[config.mk]
export PLATFORM = sky130hd
export DESIGN_NAME = ppg_sine
export DESIGN_NICKNAME = d
export VERILOG_FILES = /design/src/rtl/ppg_pkg.sv /design/src/rtl/ppg_sine.sv
export SDC_FILE = /design/constraint.sdc
export NUM_CORES = 2
export LEC_CHECK = 0
export ABC_AREA = 0
export BUFFER_PORTS_ARGS = -buffer_cell sky130_fd_sc_hd__buf_2
export CAP_MARGIN = 15
export CORE_MARGIN = 2
export CORE_UTILIZATION = 61
export DETAILED_ROUTE_END_ITERATION = 8
export GPL_ROUTABILITY_DRIVEN = 0
export PLACE_DENSITY = 0.77
export SYNTH_ARGS = -nofsm -noshare
export SYNTH_HDL_FRONTEND = slang
export SYNTH_SLANG_ARGS = --single-unit
[constraint.sdc]
create_clock -name clock -period 11.7 [get_ports clock]
set_input_delay 1.17 -clock clock [delete_from_list [all_inputs] [get_ports clock]]
set_output_delay 1.17 -clock clock [all_outputs]
set_load 0.02 [all_outputs]
[src/rtl/ppg_pkg.sv]
// ---------------------------------------------------------------------------
// ppg_pkg: shared types, constants and helpers of the plasma pixel generator
// Fixed-point constants, square-root step and channel mapping.
// ---------------------------------------------------------------------------
package ppg_pkg;

   // radians to a 2^24 turn
   localparam logic [21:0] TURN_K   = 22'd2670177;
   localparam logic [21:0] TURN_K83 = 22'd2216247;
   localparam logic [21:0] TURN_K82 = 22'd2189545;

   // Q20 quarter-wave sine polynomial coefficients
   localparam logic [20:0] PC1 = 21'd1647099;
   localparam logic [19:0] PC3 = 20'd677343;
   localparam logic [16:0] PC5 = 17'd83564;
   localparam logic [12:0] PC7 = 13'd4909;

   localparam int COORD_W = 21;   // signed Q16 coordinate, sized for the smallest grid
   localparam int RAD_W   = 40;   // radius squared, Q32
   localparam int ROOT_W  = 20;   // floor root, Q16
   localparam int REM_W   = 23;

   localparam logic [1:0] SEG_RG = 2'd0;
   localparam logic [1:0] SEG_BR = 2'd1;

   typedef struct packed {
      logic [RAD_W-1:0]  rad;
      logic [REM_W-1:0]  rem;
      logic [ROOT_W-1:0] root;
   } sqrt_state_type;

   // one digit of the restoring square root
   function automatic sqrt_state_type sqrt_step(sqrt_state_type s);
      sqrt_state_type n;
      logic [REM_W-1:0] rem_sh;
      logic [REM_W-1:0] trial;
      rem_sh = {s.rem[REM_W-3:0], s.rad[RAD_W-1:RAD_W-2]};
      trial  = {1'b0, s.root, 2'b01};
      n.rad  = {s.rad[RAD_W-3:0], 2'b00};
      if (rem_sh >= trial) begin
         n.rem  = rem_sh - trial;
         n.root = {s.root[ROOT_W-2:0], 1'b1};
      end else begin
         n.rem  = rem_sh;
         n.root = {s.root[ROOT_W-2:0], 1'b0};
      end
      return n;
   endfunction

   // Q15 channel to 8 bits, clamping below half a step
   function automatic logic [7:0] chan8(logic [15:0] c);
      logic [15:0] d;
      d = c - 16'd64;
      if (c < 16'd64) return 8'd0;
      return d[14:7];
   endfunction

endpackage

[src/rtl/ppg_sine.sv]
// ---------------------------------------------------------------------------
// ppg_sine: pipelined Q15 sine of a 16-bit turn
// Five register stages: fold and square, three Horner steps, final scale.
// ---------------------------------------------------------------------------
module ppg_sine (
   input  logic               clock,
   input  logic [4:0]         advance,
   input  logic [15:0]        angle,
   output logic signed [15:0] sine
);
   import ppg_pkg::*;

   logic [1:0]  quad_ff [0:3];
   logic [14:0] z_ff    [0:3];
   logic [14:0] z2_ff   [0:2];
   logic [16:0] t5_ff;
   logic [19:0] t3_ff;
   logic [20:0] t1_ff;
   logic signed [15:0] sine_ff;

   logic [14:0] z_in;
   logic [29:0] zz_in;
   logic [31:0] p5_in;
   logic [36:0] p3_in;
   logic [40:0] p1_in;
   logic [35:0] ps_in;
   logic [16:0] s_in;
   logic [15:0] mag_in;

   always_comb begin
      // mirror odd quadrants
      z_in   = angle[14] ? (15'h4000 - {1'b0, angle[13:0]}) : {1'b0, angle[13:0]};
      zz_in  = 30'(z_in) * 30'(z_in);
      p5_in  = 32'(z2_ff[0]) * 32'(PC7);
      p3_in  = 37'(z2_ff[1]) * 37'(t5_ff);
      p1_in  = 41'(z2_ff[2]) * 41'(t3_ff);
      ps_in  = 36'(z_ff[3]) * 36'(t1_ff);
      s_in   = ps_in[35:19];
      mag_in = (s_in > 17'd32767) ? 16'd32767 : s_in[15:0];
   end

   always_ff @(posedge clock) begin
      if (advance[0]) begin
         quad_ff[0] <= angle[15:14];
         z_ff[0]    <= z_in;
         z2_ff[0]   <= zz_in[28:14];
      end
      if (advance[1]) begin
         quad_ff[1] <= quad_ff[0];
         z_ff[1]    <= z_ff[0];
         z2_ff[1]   <= z2_ff[0];
         t5_ff      <= PC5 - p5_in[30:14];
      end
      if (advance[2]) begin
         quad_ff[2] <= quad_ff[1];
         z_ff[2]    <= z_ff[1];
         z2_ff[2]   <= z2_ff[1];
         t3_ff      <= PC3 - p3_in[33:14];
      end
      if (advance[3]) begin
         quad_ff[3] <= quad_ff[2];
         z_ff[3]    <= z_ff[2];
         t1_ff      <= PC1 - p1_in[34:14];
      end
      if (advance[4]) begin
         sine_ff <= quad_ff[3][1] ? -$signed(mag_in) : $signed(mag_in);
      end
   end

   assign sine = sine_ff;

endmodule

======== Word level (Yosys, flattened, before mapping) ========
Memories as Yosys holds them, arrays and structs flattened.
Index checks and enable logic that the tools add are counted.
cells by class
  $mul .................................... 5
  $lt $le $gt $ge ......................... 1
  multiplexer cells ....................... 11
  $add $sub $neg .......................... 5
operators with widths
  cell                      number
  $mul A15 B21 Y36          1
  $mul A15 B20 Y35          1
  $mul A15 B17 Y32          1
  $mux W16                  2
  $mul A15 B15 Y29          1
  $mul A15 B13 Y28 const B  1
  $sub A21 B21 Y21 const A  1
  $sub A20 B18 Y20 const A  1
  $gt A17 B15 Y1 const B    1
  $sub A17 B14 Y17 const A  1
  $neg A16 Y16              1
  $mux W15                  1
  $sub A15 B14 Y15 const A  1
  $mux W1                   8
word-level totals
  memories kept ........................... 3
  bits of input ports ..................... 22
  output and inout bits ................... 16
  word-level logic and storage cells ...... 29
  bits in registers ....................... 74
  RAM bits ................................ 113
memories
  name     depth  width  read ports  clocked after memory_dff  wr ports  RTL line        source
  z_ff     4      15     4           0                         4         ppg_sine.sv:14  logic [14:0] z_ff [0:3];
  z2_ff    3      15     3           0                         3         ppg_sine.sv:15  logic [14:0] z2_ff [0:2];
  quad_ff  4      2      4           0                         4         ppg_sine.sv:13  logic [1:0] quad_ff [0:3];

======== Longest topological paths before layout ========
An unclocked memory read counts as a cell.
  word-level depth ........................ 6
  mapped depth ............................ 33
  depth with buffers taken out ............ 32

======== Least setup slack after synthesis ========
Ideal clock, no wire load.
  kind .................................... input to register
  start ................................... input angle[0]
  end ..................................... memory z2_ff[0][14], data pin
  required time ........................... 11.440 ns
  stages on the path ...................... 26
  data arrival time ....................... 8.492 ns
  path buffers ............................ 2
  path slack .............................. 2.948 ns
  library setup time ...................... 0.260 ns
  path through ............................ clkbuf_1 -> or3_1 -> or3b_2 -> nand2b_1 -> o41ai_1 -> xor2_1 -> clkbuf_1 -> nor2_1 -> fa_1 -> fa_1 -> fa_1 -> fa_1 -> fa_1 -> fa_1 -> ha_1 -> and4_1 -> o21ai_0 -> o311ai_0 -> a21oi_1 -> o21ai_0 -> o211ai_1 -> a31oi_1 -> and2_1 -> o21a_1 -> nor2_1 -> xnor2_1
RTL lines
  element          RTL line        source
  start, declared  ppg_sine.sv:8   input logic [15:0] angle,
  end, declared    ppg_sine.sv:15

==> flow_metrics.py <==
metrics = {
    "run_status": {
        "status": "completed",
    },
    "floorplanning": {
        "design.die.area_sq_mm": 0.0721,
        "rows": 96,
        "die_h_um": 268,
        "die_w_um": 268,
        "io_pins": 38,
        "core_area_sq_mm": 0.0689,
        "start_util_pct": 61.9,
    },
    "synth": {
        "synth_simple_gate_area_share_pct": 15.0,
        "synth_ff_type": "edfxtp_1",
        "synth_top_area_share_pct": 39.7,
        "synth_edf_count": 181,
        "netlist_area_sq_mm": 0.0427,
        "ys_ff_latch": 181,
        "ys_warn_count": 0,
        "async_reset_ff_share_pct": 0,
        "yosys.area.top_type": "fa_1",
        "synth_area_per_cell_sq_um": 9.64,
        "synth-compound-area-share_pct": 5.35,
        "synthTopCellsByArea": "fa_1 40%, ha_1 14%, edfxtp_1 13%",
        "synth_xor_area_share_pct": 2.87,
        "seq_area_frac_synth_pct": 12.7,
        "ys_types": 96,
        "netlist_instances": 4423,
        "yosys-mux-area-fraction_pct": 0.287,
        "synth_top_family_by_area": "adder cells",
        "synth_adder_area_share_pct": 53.5,
    },
    "routing": {
        "wl_per_cell_um": 16.9,
        "wirelength_mm": 89.4,
        "ant_nets": 0,
        "viasPerCell": 5.54,
        "route.detailed.drc": 0,
        "first_iter_violations": 1740,
        "vias": 29200,
        "firstDrtPassIters": 6,
    },
    "setup_path": {
        "critPathLaunchType": "primary input",
        "rr_worst_depth": 26,
        "r2r-end": "sine[14]",
        "crit_type": "in -> reg",
        "ff2ff_setup_slack_ps": 2910,
        "arrival_ps": 10090,
        "timing.rr.start": "z_ff[3][7]",
        "worstPathRequired_ps": 11940,
        "path_max_fanout": 11,
        "cp-end-kind": "flip-flop",
    },
    "timing": {
        "setup_tns_ps": 0,
        "clock_skew_ps": 10.1,
        "period_minus_slack_ps": 9860,
        "tightest_slew_ps": 1060,
        "setup-violations-final": 0,
        "rsz0062_at_grt": "false",
        "min_period_over_period_pct": 84.2,
        "fmax_mhz": 101,
        "report.final.slew_viol_count": 0,
        "setup_ws_ps": 1840,
        "finalHoldViolations": 0,
        "max-slew-margin-rel_pct": 29.2,
    },
    "finish": {
        "num-fill-cells": 5553,
        "nNetsFinal": 5668,
        "final_cell_area_sq_mm": 0.0440,
        "drive_gt1_share_pct": 2.72,
        "area_growth_pct": 3.20,
        "final_cells": 5275,
    },
    "place": {
        "port_buffers": 37,
        "dp_cells": 5240,
        "pre_cts_slack_ps": 1430,
        "dp_hpwl_mm": 71.2,
        "dpl_cell_area_sq_mm": 0.0434,
    },
    "grt": {
        "grt_pass1_wl_mm": 154,
        "grt_max_degree": 52,
        "grt_pass1_vias": 31900,
        "grt.overflow.total": 0,
        "grt_usage_pct": 26.7,
        "antenna_found_initial": 1,
    },
    "cts": {
        "cts_max_level": 4,
        "cts_buffer_depth": 2,
        "root_buffer": "clkbuf_16",
        "cts_buffers": 17,
        "cts_resized": 0,
        "cts_setup_buffers": 0,
        "postCtsHoldBufs": 0,
        "clock-sinks": 181,
        "cts_tree": "built",
        "clk_pin_slew_worst_paths_ps": 80,
        "insertion_delay_ps": 490,
    },
    "hold_path": {
        "holdCritPathClass": "reg -> reg",
        "hold_end": "z_ff[3][5]",
        "hold_depth": 0,
        "min_from": "z_ff[2][5]",
    },
    "flow_run": {
        "drv_cap": 0,
    },
}
area by class of cell:
class	count	area, sq um	area share, %
antenna	2	5.00	0.0114
multi-input combinational	3099	32900	74.8
timing repair buffer	45	243	0.551
clock buffer	17	425	0.966
clock inverter	15	140	0.318
inverter	985	3700	8.40
sequential	181	5440	12.3
tap	931	1160	2.65
registers in the layout (all words and copies together), names as in the netlist:
| name | cells |
|---|---|
| quad_ff | 4 |
| sine | 16 |
| t1_ff | 21 |
| t3_ff | 20 |
| t5_ff | 15 |
| z2_ff | 45 |
| z_ff | 60 |
how the worst max path moves through the flow:
stage / cells past startpoint / slack, ps / end / startpoint
finish: 28 / 1840 / z2_ff[0][14] / angle[0]
global route: 28 / 1220 / z2_ff[0][14] / angle[0]
CTS: 28 / 1940 / z2_ff[0][14] / angle[0]
detailed placement: 28 / 1430 / z2_ff[0][14] / angle[0]
global placement: 28 / 1630 / z2_ff[0][14] / angle[0]
floorplan: 26 / 2950 / z2_ff[0][14] / angle[0]
cell families (layout without fill, tap and decap cells):
kind of cell,count (synthesis),in the layout
fa+ha+maj,1317,1317
simple gates,1300,1300
buf+inv,1151,1062
compound gates,323,323
flops,181,181
xor+xnor,137,137
mux,12,12
other cells,2,12
critical path, cell delays in order:
cell	delay (ps)
buf_2	190
or3_1	410
or3b_2	510
o31a_1	260
xnor2_1	770
clkinv_1	570
nand2_1	230
inv_1	80
fa_1	430
fa_1	490
inv_1	50
fa_1	530
inv_1	50
fa_1	450
fa_1	510
fa_1	410
ha_1	310
and4_1	200
o21ai_0	100
o311ai_0	680
a21oi_1	260
o21ai_0	490
o211ai_1	210
a31oi_1	190
and2_1	190
o21a_1	140
nor2_1	50
xnor2_1	110
metrics by stage:
| stage | util, % | hold WS, ps |
|---|---|---|
| 3_3_place_gp | 63.0 | 400 |
| 5_1_grt | 63.8 | 420 |
| 2_1_floorplan | - | 400 |
| 3_5_place_dp | 63.0 | 405 |
| 6_report | 63.8 | 418 |
| 4_1_cts | 63.8 | 414 |
cells in the mapped netlist, types with 6 or more instances:
cell / n
or2_2: 9
clkbuf_1: 157
nand2_1: 575
o21a_1: 17
and2_1: 388
nand4_1: 14
or3_1: 9
mux2i_1: 10
nor2b_1: 22
nor3b_1: 6
inv_1: 979
nand3b_1: 9
a21o_1: 33
o21ai_0: 43
a31oi_1: 15
a211o_1: 7
edfxtp_1: 181
o31ai_1: 10
o211ai_1: 15
and4_1: 9
nand3_1: 32
fa_1: 845
a211oi_1: 13
o22ai_1: 6
xnor2_1: 92
and3_1: 14
nor2_1: 122
clkinv_1: 6
o21bai_1: 6
o31a_1: 6
o21ai_1: 6
nand2b_1: 21
ha_1: 472
a21oi_1: 80
xor2_1: 43
nor3_1: 38
cell usage in the layout (no fill, tap or decap), types with 6 or more instances in the layout:
cell type | Yosys | routed
a211o_1 | 7 | 7
a211oi_1 | 13 | 13
a21o_1 | 33 | 33
a21oi_1 | 80 | 80
a31oi_1 | 15 | 15
and2_1 | 388 | 388
and3_1 | 14 | 14
and4_1 | 9 | 9
buf_2 | 5 | 37
buf_4 | 0 | 7
clkbuf_16 | 0 | 17
clkinv_1 | 6 | 7
conb_1 | 2 | 10
edfxtp_1 | 181 | 181
fa_1 | 845 | 845
ha_1 | 472 | 472
inv_1 | 979 | 979
mux2i_1 | 10 | 10
nand2_1 | 575 | 575
nand2b_1 | 21 | 21
nand3_1 | 32 | 32
nand3b_1 | 9 | 9
nand4_1 | 14 | 14
nor2_1 | 122 | 122
nor2b_1 | 22 | 22
nor3_1 | 38 | 38
nor3b_1 | 6 | 6
o211ai_1 | 15 | 15
o21a_1 | 17 | 17
o21ai_0 | 43 | 43
o21ai_1 | 6 | 6
o21bai_1 | 6 | 6
o22ai_1 | 6 | 6
o31a_1 | 6 | 6
o31ai_1 | 10 | 10
or2_2 | 9 | 9
or3_1 | 9 | 9
xnor2_1 | 92 | 92
xor2_1 | 43 | 43
layer usage:
metal	part of all wire (%)	GRT usage (%)	vias to the layer above
li1	-	-	13400
met1	41	34.4	14800
met2	51	47.3	817
met3	5.0	3.19	197
met4	2.9	8.78	0
met5	0	0	-
Power is not shown: default switching activity piles up to over one toggle a cycle in this logic, so the estimate is an artifact.
